File: src/rtl/core/cqkr_pkg.sv
// ----------------------------------------------------------------------------
// cqkr_pkg: shared types and constants for the keyed-remove circular queue
// Holds the transaction payload types, request codes, register indexes and
// the command and status bundles between the controller and the datapath.
// ----------------------------------------------------------------------------
package cqkr_pkg;

  // Fixed field widths of the transaction payloads.
  localparam int REQ_W   = 3;
  localparam int DATA_W  = 32;
  localparam int CNT_W   = 5;
  localparam int CAP_RESET = 16;

  // Request codes carried in req_type.
  localparam logic [REQ_W-1:0] REQ_ENQUEUE    = 3'd0;
  localparam logic [REQ_W-1:0] REQ_DEQUEUE    = 3'd1;
  localparam logic [REQ_W-1:0] REQ_PEEK_FIRST = 3'd2;
  localparam logic [REQ_W-1:0] REQ_PEEK_LAST  = 3'd3;
  localparam logic [REQ_W-1:0] REQ_REMOVE_KEY = 3'd4;

  // Configuration register indexes.
  localparam logic CFG_CAPACITY   = 1'b0;
  localparam logic CFG_MATCH_MASK = 1'b1;

  // Input transaction payload.
  typedef struct packed {
    logic [REQ_W-1:0]  req_type;
    logic [DATA_W-1:0] data_in;
    logic [DATA_W-1:0] key;
  } in_item_t;

  // Result transaction payload.
  typedef struct packed {
    logic              ok;
    logic [DATA_W-1:0] data_out;
    logic [CNT_W-1:0]  fill_count;
  } out_item_t;

  // Read address selection for the slot memory.
  typedef enum logic [1:0] {
    RD_HEAD  = 2'd0,
    RD_TAIL  = 2'd1,
    RD_NEXT  = 2'd2,
    RD_NEXT2 = 2'd3
  } rd_sel_t;

  // Commands from the controller to the datapath.
  typedef struct packed {
    logic    ld_req;     // capture the accepted request
    logic    enq;        // append data_in at the tail
    logic    rd_en;      // issue a slot read
    rd_sel_t rd_sel;     // which slot to read
    logic    scan_init;  // start a key search at the head
    logic    scan_adv;   // step the search to the next slot
    logic    capture;    // take the read word as a successful result
    logic    fail;       // mark the result as failed
    logic    deq;        // drop the front entry
    logic    shift;      // move the read word one slot toward the front
    logic    retreat;    // pull the tail back after a removal
    logic    out_load;   // load the result register
  } cmd_t;

  // Status from the datapath to the controller.
  typedef struct packed {
    logic [REQ_W-1:0] req_type;
    logic             empty;
    logic             full;
    logic             match;
    logic             scan_last;
    logic             at_tail;
    logic             shift_last;
  } sts_t;

endpackage

File: src/rtl/core/cqkr_ram.sv
// ----------------------------------------------------------------------------
// cqkr_ram: generic simple dual-port RAM
// One write port and one read port; the read data is registered.
// ----------------------------------------------------------------------------
module cqkr_ram #(
  parameter int WIDTH = 32,
  parameter int DEPTH = 16
) (
  input  logic                     clk,
  input  logic                     we,
  input  logic [$clog2(DEPTH)-1:0] waddr,
  input  logic [WIDTH-1:0]         wdata,
  input  logic                     re,
  input  logic [$clog2(DEPTH)-1:0] raddr,
  output logic [WIDTH-1:0]         rdata
);

  logic [WIDTH-1:0] mem_r [DEPTH];
  logic [WIDTH-1:0] rdata_r;

  // Storage array with a registered read.
  always_ff @(posedge clk) begin
    if (we) begin
      mem_r[waddr] <= wdata;
    end
    if (re) begin
      rdata_r <= mem_r[raddr];
    end
  end

  assign rdata = rdata_r;

endmodule

File: src/rtl/core/cqkr_dp.sv
// ----------------------------------------------------------------------------
// cqkr_dp: queue datapath
// Holds the configuration registers, ring pointers, fill count, search
// pointer, result register, and drives the slot memory ports.
// ----------------------------------------------------------------------------
module cqkr_dp #(
  parameter int DEPTH     = 16,
  parameter int WORD_BITS = 32
) (
  input  logic                                     clk,
  input  logic                                     rst_n,
  input  logic                                     cfg_valid,
  output logic                                     cfg_ready,
  input  logic                                     cfg_index,
  input  logic [cqkr_pkg::DATA_W-1:0]              cfg_data,
  input  cqkr_pkg::in_item_t                       in_item,
  input  cqkr_pkg::cmd_t                           cmd,
  output cqkr_pkg::sts_t                           sts,
  output cqkr_pkg::out_item_t                      out_item,
  output logic                                     ram_we,
  output logic [$clog2(DEPTH)-1:0]                 ram_waddr,
  output logic [WORD_BITS-1:0]                     ram_wdata,
  output logic                                     ram_re,
  output logic [$clog2(DEPTH)-1:0]                 ram_raddr,
  input  logic [WORD_BITS-1:0]                     ram_rdata
);

  localparam int AW    = $clog2(DEPTH);
  localparam int CW    = cqkr_pkg::CNT_W;
  localparam int XW    = ((AW > CW) ? AW : CW) + 1;
  localparam int CAP_MAX = (1 << CW) - 1;
  localparam logic [CW-1:0] RST_CAP =
    CW'((DEPTH < cqkr_pkg::CAP_RESET) ? DEPTH : cqkr_pkg::CAP_RESET);
  localparam logic [CW-1:0] DEPTH_CAP = CW'((DEPTH < CAP_MAX) ? DEPTH : CAP_MAX);

  // Slot index after i, wrapping at the capacity in use.
  function automatic logic [AW-1:0] next_slot(input logic [AW-1:0] i,
                                              input logic [CW-1:0] cap);
    logic [XW-1:0] inc;
    inc = XW'(i) + XW'(1);
    return (inc >= XW'(cap)) ? '0 : AW'(inc);
  endfunction

  // Slot index before i, wrapping at the capacity in use.
  function automatic logic [AW-1:0] prev_slot(input logic [AW-1:0] i,
                                              input logic [CW-1:0] cap);
    return (i == '0) ? AW'(cap - 1'b1) : i - 1'b1;
  endfunction

  logic [CW-1:0]               cap_r, cap_nxt;
  logic [cqkr_pkg::DATA_W-1:0] mask_r, mask_nxt;
  logic [AW-1:0]               head_r, head_nxt;
  logic [AW-1:0]               tail_r, tail_nxt;
  logic [CW-1:0]               count_r, count_nxt;
  logic [AW-1:0]               scan_ptr_r, scan_ptr_nxt;
  logic [CW-1:0]               scan_n_r, scan_n_nxt;
  cqkr_pkg::in_item_t          req_r;
  logic                        res_ok_r;
  logic [cqkr_pkg::DATA_W-1:0] res_data_r;
  cqkr_pkg::out_item_t         out_r;

  logic                        cfg_we;
  logic [CW-1:0]               cap_wr;
  logic [AW-1:0]               tail_inc;
  logic [AW-1:0]               scan_next;
  logic [cqkr_pkg::DATA_W-1:0] rd_word;

  assign cfg_ready = 1'b1;
  assign cfg_we    = cfg_valid && cfg_ready;
  assign tail_inc  = next_slot(tail_r, cap_r);
  assign scan_next = next_slot(scan_ptr_r, cap_r);
  assign rd_word   = cqkr_pkg::DATA_W'(ram_rdata);

  // Capacity write value: zero is taken as one, larger than storage as storage.
  always_comb begin
    cap_wr = cfg_data[CW-1:0];
    if (cap_wr == '0) begin
      cap_wr = CW'(1);
    end else if (32'(cap_wr) > DEPTH) begin
      cap_wr = DEPTH_CAP;
    end
  end

  // Next state of the queue bookkeeping.
  always_comb begin
    cap_nxt   = cap_r;
    mask_nxt  = mask_r;
    head_nxt  = head_r;
    tail_nxt  = tail_r;
    count_nxt = count_r;
    if (cfg_we && cfg_index == cqkr_pkg::CFG_CAPACITY) begin
      cap_nxt   = cap_wr;
      head_nxt  = '0;
      tail_nxt  = AW'(cap_wr - 1'b1);
      count_nxt = '0;
    end
    if (cfg_we && cfg_index == cqkr_pkg::CFG_MATCH_MASK) begin
      mask_nxt = cfg_data;
    end
    if (cmd.enq) begin
      tail_nxt  = tail_inc;
      count_nxt = count_r + 1'b1;
    end
    if (cmd.deq) begin
      head_nxt  = next_slot(head_r, cap_r);
      count_nxt = count_r - 1'b1;
    end
    if (cmd.retreat) begin
      tail_nxt  = prev_slot(tail_r, cap_r);
      count_nxt = count_r - 1'b1;
    end
  end

  // Search pointer and position counter.
  always_comb begin
    scan_ptr_nxt = scan_ptr_r;
    scan_n_nxt   = scan_n_r;
    if (cmd.scan_init) begin
      scan_ptr_nxt = head_r;
      scan_n_nxt   = '0;
    end else if (cmd.scan_adv) begin
      scan_ptr_nxt = scan_next;
      scan_n_nxt   = scan_n_r + 1'b1;
    end else if (cmd.shift) begin
      scan_ptr_nxt = scan_next;
    end
  end

  // Control registers.
  always_ff @(posedge clk) begin
    if (!rst_n) begin
      cap_r      <= RST_CAP;
      mask_r     <= '1;
      head_r     <= '0;
      tail_r     <= AW'(RST_CAP - 1'b1);
      count_r    <= '0;
      scan_ptr_r <= '0;
      scan_n_r   <= '0;
    end else begin
      cap_r      <= cap_nxt;
      mask_r     <= mask_nxt;
      head_r     <= head_nxt;
      tail_r     <= tail_nxt;
      count_r    <= count_nxt;
      scan_ptr_r <= scan_ptr_nxt;
      scan_n_r   <= scan_n_nxt;
    end
  end

  // Request, result and output payload registers.
  always_ff @(posedge clk) begin
    if (cmd.ld_req) begin
      req_r <= in_item;
    end
    if (cmd.enq) begin
      res_ok_r   <= 1'b1;
      res_data_r <= '0;
    end else if (cmd.capture) begin
      res_ok_r   <= 1'b1;
      res_data_r <= rd_word;
    end else if (cmd.fail) begin
      res_ok_r   <= 1'b0;
      res_data_r <= '0;
    end
    if (cmd.out_load) begin
      out_r.ok         <= res_ok_r;
      out_r.data_out   <= res_data_r;
      out_r.fill_count <= count_r;
    end
  end

  assign out_item = out_r;

  // Slot memory write port: appended word or shifted entry.
  always_comb begin
    ram_we    = cmd.enq || cmd.shift;
    ram_waddr = cmd.shift ? scan_ptr_r : tail_inc;
    ram_wdata = cmd.shift ? ram_rdata : WORD_BITS'(req_r.data_in);
  end

  // Slot memory read port.
  always_comb begin
    ram_re = cmd.rd_en;
    case (cmd.rd_sel)
      cqkr_pkg::RD_HEAD:  ram_raddr = head_r;
      cqkr_pkg::RD_TAIL:  ram_raddr = tail_r;
      cqkr_pkg::RD_NEXT:  ram_raddr = scan_next;
      cqkr_pkg::RD_NEXT2: ram_raddr = next_slot(scan_next, cap_r);
      default:            ram_raddr = head_r;
    endcase
  end

  // Status toward the controller.
  always_comb begin
    sts.req_type   = req_r.req_type;
    sts.empty      = (count_r == '0);
    sts.full       = (count_r >= cap_r);
    sts.match      = (((rd_word ^ req_r.key) & mask_r) == '0);
    sts.scan_last  = (CW'(scan_n_r + 1'b1) == count_r);
    sts.at_tail    = (scan_ptr_r == tail_r);
    sts.shift_last = (scan_next == tail_r);
  end

`ifndef SYNTH
  // The fill count never exceeds the capacity in use.
  a_count_le_cap: assert property (@(posedge clk) disable iff (!rst_n)
    count_r <= cap_r) else $error("fill count above capacity");

  // Ring pointers stay inside the slots in use.
  a_ptr_in_range: assert property (@(posedge clk) disable iff (!rst_n)
    (XW'(head_r) < XW'(cap_r)) && (XW'(tail_r) < XW'(cap_r)))
    else $error("ring pointer outside capacity");

  // A completed removal drops exactly one entry.
  a_remove_count: assert property (@(posedge clk) disable iff (!rst_n)
    cmd.retreat |=> count_r == $past(count_r) - 1'b1)
    else $error("removal did not drop one entry");
`endif

endmodule

File: src/rtl/core/cqkr_ctrl.sv
// ----------------------------------------------------------------------------
// cqkr_ctrl: queue controller
// Sequences each request through dispatch, memory read, key search and
// entry shift, and hands the result to the output register.
// ----------------------------------------------------------------------------
module cqkr_ctrl (
  input  logic           clk,
  input  logic           rst_n,
  input  logic           in_valid,
  output logic           in_ready,
  output logic           out_valid,
  input  logic           out_ready,
  input  cqkr_pkg::sts_t sts,
  output cqkr_pkg::cmd_t cmd
);

  typedef enum logic [5:0] {
    S_IDLE     = 6'b000001,
    S_DISPATCH = 6'b000010,
    S_READ     = 6'b000100,
    S_SCAN     = 6'b001000,
    S_SHIFT    = 6'b010000,
    S_RESULT   = 6'b100000
  } state_t;

  state_t state_r, state_nxt;
  logic   out_valid_r, out_valid_nxt;

  assign in_ready  = (state_r == S_IDLE);
  assign out_valid = out_valid_r;

  // Next state and command decode.
  always_comb begin
    state_nxt     = state_r;
    cmd           = '0;
    cmd.rd_sel    = cqkr_pkg::RD_HEAD;
    out_valid_nxt = out_valid_r && !out_ready;
    unique case (state_r)
      S_IDLE: begin
        if (in_valid) begin
          cmd.ld_req = 1'b1;
          state_nxt  = S_DISPATCH;
        end
      end
      S_DISPATCH: begin
        unique case (sts.req_type) inside
          cqkr_pkg::REQ_ENQUEUE: begin
            cmd.enq   = !sts.full;
            cmd.fail  = sts.full;
            state_nxt = S_RESULT;
          end
          cqkr_pkg::REQ_DEQUEUE, cqkr_pkg::REQ_PEEK_FIRST: begin
            cmd.fail   = sts.empty;
            cmd.rd_en  = !sts.empty;
            cmd.rd_sel = cqkr_pkg::RD_HEAD;
            state_nxt  = sts.empty ? S_RESULT : S_READ;
          end
          cqkr_pkg::REQ_PEEK_LAST: begin
            cmd.fail   = sts.empty;
            cmd.rd_en  = !sts.empty;
            cmd.rd_sel = cqkr_pkg::RD_TAIL;
            state_nxt  = sts.empty ? S_RESULT : S_READ;
          end
          cqkr_pkg::REQ_REMOVE_KEY: begin
            cmd.fail      = sts.empty;
            cmd.rd_en     = !sts.empty;
            cmd.rd_sel    = cqkr_pkg::RD_HEAD;
            cmd.scan_init = !sts.empty;
            state_nxt     = sts.empty ? S_RESULT : S_SCAN;
          end
          default: begin
            cmd.fail  = 1'b1;
            state_nxt = S_RESULT;
          end
        endcase
      end
      S_READ: begin
        cmd.capture = 1'b1;
        cmd.deq     = (sts.req_type == cqkr_pkg::REQ_DEQUEUE);
        state_nxt   = S_RESULT;
      end
      S_SCAN: begin
        // The word after the current one is always fetched; it feeds the
        // next compare or the first shift.
        cmd.rd_en  = 1'b1;
        cmd.rd_sel = cqkr_pkg::RD_NEXT;
        if (sts.match) begin
          cmd.capture = 1'b1;
          cmd.retreat = sts.at_tail;
          state_nxt   = sts.at_tail ? S_RESULT : S_SHIFT;
        end else if (sts.scan_last) begin
          cmd.fail  = 1'b1;
          state_nxt = S_RESULT;
        end else begin
          cmd.scan_adv = 1'b1;
        end
      end
      S_SHIFT: begin
        cmd.shift = 1'b1;
        if (sts.shift_last) begin
          cmd.retreat = 1'b1;
          state_nxt   = S_RESULT;
        end else begin
          cmd.rd_en  = 1'b1;
          cmd.rd_sel = cqkr_pkg::RD_NEXT2;
        end
      end
      S_RESULT: begin
        if (!out_valid_r || out_ready) begin
          cmd.out_load  = 1'b1;
          out_valid_nxt = 1'b1;
          state_nxt     = S_IDLE;
        end
      end
      default: begin
        state_nxt = S_IDLE;
      end
    endcase
  end

  // State and output valid registers.
  always_ff @(posedge clk) begin
    if (!rst_n) begin
      state_r     <= S_IDLE;
      out_valid_r <= 1'b0;
    end else begin
      state_r     <= state_nxt;
      out_valid_r <= out_valid_nxt;
    end
  end

`ifndef SYNTH
  // An accepted transaction is dispatched in the next cycle.
  a_accept_dispatch: assert property (@(posedge clk) disable iff (!rst_n)
    (in_valid && in_ready) |=> state_r == S_DISPATCH)
    else $error("accepted transaction not dispatched");

  // A result only appears after the result state loaded it.
  a_result_source: assert property (@(posedge clk) disable iff (!rst_n)
    $rose(out_valid_r) |-> $past(state_r == S_RESULT))
    else $error("result raised outside the result state");

  // A waiting result stays valid until it is taken.
  a_out_hold: assert property (@(posedge clk) disable iff (!rst_n)
    (out_valid_r && !out_ready) |=> out_valid_r)
    else $error("result dropped before it was taken");
`endif

endmodule

File: src/rtl/core/circular_queue_with_keyed_remove_unit.sv
// A request passes through the dispatch and result states for enqueue and failed requests,
// through dispatch, read and result for dequeue and peeks, and through dispatch, a search
// over the entries, a shift of the later entries and result for remove by key. One request
// at a time: the next input is accepted in the cycle the result turns valid, later while
// an earlier result waits to be taken. Reset: synchronous, active low; queue empty, capacity
// 16 (or DEPTH), match mask all ones; slot memory is not cleared.
// ----------------------------------------------------------------------------
// circular_queue_with_keyed_remove_unit: ring-buffer queue with keyed removal
// Top level joining the controller, the datapath and the slot memory.
// ----------------------------------------------------------------------------
module circular_queue_with_keyed_remove_unit #(
  parameter int DEPTH     = 16,
  parameter int WORD_BITS = 32
) (
  input  logic                        clk,
  input  logic                        rst_n,
  input  logic                        in_valid,
  output logic                        in_ready,
  input  cqkr_pkg::in_item_t          in_item,
  output logic                        out_valid,
  input  logic                        out_ready,
  output cqkr_pkg::out_item_t         out_item,
  input  logic                        cfg_valid,
  output logic                        cfg_ready,
  input  logic                        cfg_index,
  input  logic [cqkr_pkg::DATA_W-1:0] cfg_data
);

  localparam int AW = $clog2(DEPTH);

  cqkr_pkg::cmd_t         cmd;
  cqkr_pkg::sts_t         sts;
  logic                   ram_we;
  logic [AW-1:0]          ram_waddr;
  logic [WORD_BITS-1:0]   ram_wdata;
  logic                   ram_re;
  logic [AW-1:0]          ram_raddr;
  logic [WORD_BITS-1:0]   ram_rdata;

  // Request sequencer.
  cqkr_ctrl u_ctrl (
    .clk       (clk),
    .rst_n     (rst_n),
    .in_valid  (in_valid),
    .in_ready  (in_ready),
    .out_valid (out_valid),
    .out_ready (out_ready),
    .sts       (sts),
    .cmd       (cmd)
  );

  // Pointers, registers and result path.
  cqkr_dp #(
    .DEPTH     (DEPTH),
    .WORD_BITS (WORD_BITS)
  ) u_dp (
    .clk       (clk),
    .rst_n     (rst_n),
    .cfg_valid (cfg_valid),
    .cfg_ready (cfg_ready),
    .cfg_index (cfg_index),
    .cfg_data  (cfg_data),
    .in_item   (in_item),
    .cmd       (cmd),
    .sts       (sts),
    .out_item  (out_item),
    .ram_we    (ram_we),
    .ram_waddr (ram_waddr),
    .ram_wdata (ram_wdata),
    .ram_re    (ram_re),
    .ram_raddr (ram_raddr),
    .ram_rdata (ram_rdata)
  );

  // Slot storage.
  cqkr_ram #(
    .WIDTH (WORD_BITS),
    .DEPTH (DEPTH)
  ) u_slots (
    .clk   (clk),
    .we    (ram_we),
    .waddr (ram_waddr),
    .wdata (ram_wdata),
    .re    (ram_re),
    .raddr (ram_raddr),
    .rdata (ram_rdata)
  );

endmodule
File: config.mk
export PLATFORM = sky130hd
export DESIGN_NAME = circular_queue_with_keyed_remove_unit
export DESIGN_NICKNAME = d
export VERILOG_FILES = /design/src/rtl/core/cqkr_pkg.sv /design/src/rtl/core/cqkr_ram.sv /design/src/rtl/core/cqkr_dp.sv /design/src/rtl/core/cqkr_ctrl.sv /design/src/rtl/core/circular_queue_with_keyed_remove_unit.sv
export SDC_FILE = /design/constraint.sdc
export NUM_CORES = 1
export LEC_CHECK = 0
export BUFFER_PORTS_ARGS = -buffer_cell sky130_fd_sc_hd__buf_2
export CORE_ASPECT_RATIO = 0.8
export CORE_MARGIN = 3
export CORE_UTILIZATION = 55
export DETAILED_ROUTE_END_ITERATION = 7
export GPL_TIMING_DRIVEN = 0
export PLACE_DENSITY = 0.76
export SETUP_SLACK_MARGIN = 0.2
export SKIP_CTS_REPAIR_TIMING = 1
export SYNTH_ARGS = -nofsm -noshare
export SYNTH_HDL_FRONTEND = slang
export SYNTH_SLANG_ARGS = --single-unit
File: constraint.sdc
create_clock -name clk -period 4.2 [get_ports clk]
set_input_delay 0.84 -clock clk [delete_from_list [all_inputs] [get_ports clk]]
set_output_delay 0.84 -clock clk [all_outputs]
set_load 0.005 [all_outputs]
==> run summary <==
Status = finished, violations left
Failing checks = setup timing
Initial antenna violation count = 1
Cell Int Power = 12.2 mW
Achievable Freq = 0.209 GHz
Worst reg2reg path startpoint = u_dp.scan_ptr_r[1]
Clock sinks = 748
Fin area = 36000 um2
Clk_skew = 0.0386 ns
Initial Util = 0.565
Layout cell share with drive strength beyond 1 = 0.224
Cell Rows = 75
Reg2reg end = u_slots.rdata[6]
Drt drc = 0
Worst path cell trace = ha_4 > xnor2_4 > inv_2 > ha_4 > a21oi_4 > o21ai_4 > buf_6 > a311oi_4 > ha_4 > xnor2_2 > ha_1 > nor2b_1 > o21ai_2 > a21o_1 > nand3_1 > o31ai_2 > buf_4 > clkbuf_2 > buf_4 > a311oi_4 > buf_6 > buf_4 > nand3_1 > nand3_1
RSZ-0062 raised after global routing = yes
Routed WL = 82.6 mm
Post-route setup slack = -0.580 ns
Die width = 267 um
Hold Path End = u_dp.sts[8]
Core ar. = 53200 um2
Crit path from = u_dp.scan_ptr_r[1]
Max incr delay on CP = 0.38 ns
Clock slew at reported path FFs = 0.07 ns
FF-to-FF path depth = 24
Clk root buf = clkbuf_16
Commonest cells after routing, fill and taps aside = edfxtp_1, nand2_1, nand3_1
CP Data Arrival Time = 5.25 ns
DR vias/cell = 6.37
Slew Limit Fails = 0
Minimum clock period = 4.78 ns
Largest fanout on the critical path = 10
PwrDens = 433 nW/um2
Final setup fails = 32
H-tree levels = 3
Leakage = 13.0 nW
Cell count after synthesis = 2196
Commonest non-fill, non-tap cell in the layout = edfxtp_1
Avg Cell Area, Syn = 13.7 um2
Fin crit share = 1.14
Yosys reg bits = 748
WL/cell = 25.6 um
IO Count = 146
Proportion of synthesized chip area in sequential cells = 0.715
Ys flop type = edfxtp_1
Synthesized area = 30000 um2
Number of CTS-inserted buffers = 72
Maximum clock insertion buffer count = 3
Vias = 20.5k
Seq pwr share = 0.537
Die area = 57500 um2
WHS = 0.394 ns
Worst hold start = in_item[66]
Largest net degree at the start of global routing = 49
First-pass GRT wire length = 116 mm
EDFF count, synth = 649
Height of the die = 215 um
Synth warn = 0
Number of global-route vias before repair = 19.3k
Hold crit path type = primary input to register
Sw Pwr = 3.39 mW
Worst-skew pair later-pin latency = 0.63 ns
Worst IR drop on VDD = 339 uV
Sw frac = 0.218
Unique masters post-synth = 61
Total track usage = 0.270
Pre-antenna DRT Iters = 8
Combinational share of power = 0.051
Worst-margin pin slew = 1.17 ns
Slowest cell on crit path = dfxtp_4
R2R setup slack = -0.58 ns
Post-DRT Antenna Nets = 0
Hold Path Depth = 1
GRT overflow = 0
Crit start category = register
CTS tree = yes
Final Hold Vio Count = 0
Layout Nets = 2619
Placed inst area = 32400 um2
CP Class = register to register
Iter 0 DRT Violations = 3059
Worst Path Required = 4.67 ns
CP endpoint kind = register
Post-DP HPWL = 53.0 mm
Max-capacitance violation count = 0
Clock group share of total power = 0.411
Synth-to-layout area growth = 19.9%
Port bufs = 143
Asr flop ratio synth = 0
Post-Syn Nets = 2336
Antenna Diode Count = 0
Relative slew slack = 0.216
Routability cong. = 0.903
## metrics by stage
step	std cells	setup TNS [ns]	power, mW	setup slack (ns)	utilization
final	3222	-16.69	15.6	-0.580	0.677
after global routing	3222	-18.84	16.0	-0.645	0.677
after CTS	3175	-68.91	15.5	-1.34	0.652
after detailed placement	3051	-64.53	9.26	-1.27	0.609
after global placement	3032	-942.38	9.20	-2.04	0.597
after floorplan	2196	-7.42	8.93	-0.0224	-
## synthesized netlist by cell type (13+ instances only)
library cell  count  area share
nor2_1           50      0.0062
xnor2_1          16      0.0047
a21oi_1          59      0.0098
mux4_2           64       0.048
dfxtp_1          99       0.066
nor2b_1          16      0.0033
nand3_1         305       0.051
ha_1             35       0.015
xor2_1           44       0.013
buf_2            22      0.0037
and2_1           13      0.0027
o21ai_0          19      0.0032
a22oi_1          52       0.013
nand2_1         506       0.063
inv_1            17      0.0021
edfxtp_1        649        0.65
clkbuf_1         87       0.011
## worst max path at each step
| stage | to | cells past startpoint | slack (ns) |
|---|---|---|---|
| final | u_slots.rdata[6] | 24 | -0.58 |
| after global routing | u_slots.rdata[3] | 20 | -0.65 |
| after global placement | u_slots.mem_r[12][11] | 11 | -2.04 |
| after floorplan | u_slots.mem_r[3][0] | 13 | -0.02 |
| after CTS | u_slots.rdata[29] | 22 | -1.34 |
| after detailed placement | u_slots.rdata[29] | 22 | -1.27 |
## logic make-up (layout without fill, tap and decap cells)
kind of cell / count (synthesis) / in the layout / synth area share
AND/OR/NAND/NOR: 944 / 944 / 0.138
flip-flops: 748 / 748 / 0.715
AO/OA/AOI/OAI: 199 / 199 / 0.0451
buffers and inverters: 139 / 472 / 0.0200
multiplexers: 70 / 70 / 0.0500
XOR/XNOR: 60 / 60 / 0.0175
adder cells (fa/ha/maj): 35 / 35 / 0.0146
other: 1 / 1 / 0.000125
## flip-flops by register name, summed over array words and instances, names as in the netlist, 5 cells and up
name and flops:
u_ctrl.state_r 6, u_dp.count_r 5, u_dp.out_item 38, u_dp.res_data_r 32, u_slots.mem_r 512, u_dp.cap_r 5
u_dp.scan_n_r 5, u_dp.mask_r 32, u_slots.rdata 32, u_dp.req_r 64
## per-layer routing
| layer | up-vias | track usage | share of wire |
|---|---|---|---|
| li1 | 8702 | - | - |
| met1 | 10099 | 0.392 | 0.38 |
| met2 | 1458 | 0.412 | 0.45 |
| met3 | 261 | 0.0588 | 0.12 |
| met4 | 2 | 0.0844 | 0.040 |
| met5 | - | 0 | 0.00015 |
## cell type report
type,count,area [um2]
buffer,122,831
clock buffer,93,1980
timing repair buffer,209,1830
inverter,17,63.8
tap,693,867
fill,3400,17200
sequential,748,21500
multi-input combinational,1309,8640
clock inverter,31,312
## critical path, delay by kind of cell, from the launching register on
kind | cells | cell delay [ns]
flip-flops | 1 | 0.38
adder cells (fa/ha/maj) | 4 | 0.92
AND/OR/NAND/NOR | 4 | 0.56
buffers and inverters | 7 | 1.18
XOR/XNOR | 2 | 0.27
AO/OA/AOI/OAI | 7 | 1.30
## power by group through the flow
stage | Clock [mW] | Combinational (mW) | Sequential [mW]
after floorplan | 0 | 0.429 | 8.50
after global placement | 0 | 0.660 | 8.54
after detailed placement | 0 | 0.734 | 8.52
after CTS | 6.43 | 0.740 | 8.37
after global routing | 6.75 | 0.861 | 8.38
final | 6.41 | 0.800 | 8.37
No activity file was read; power rests on OpenSTA's default activity.
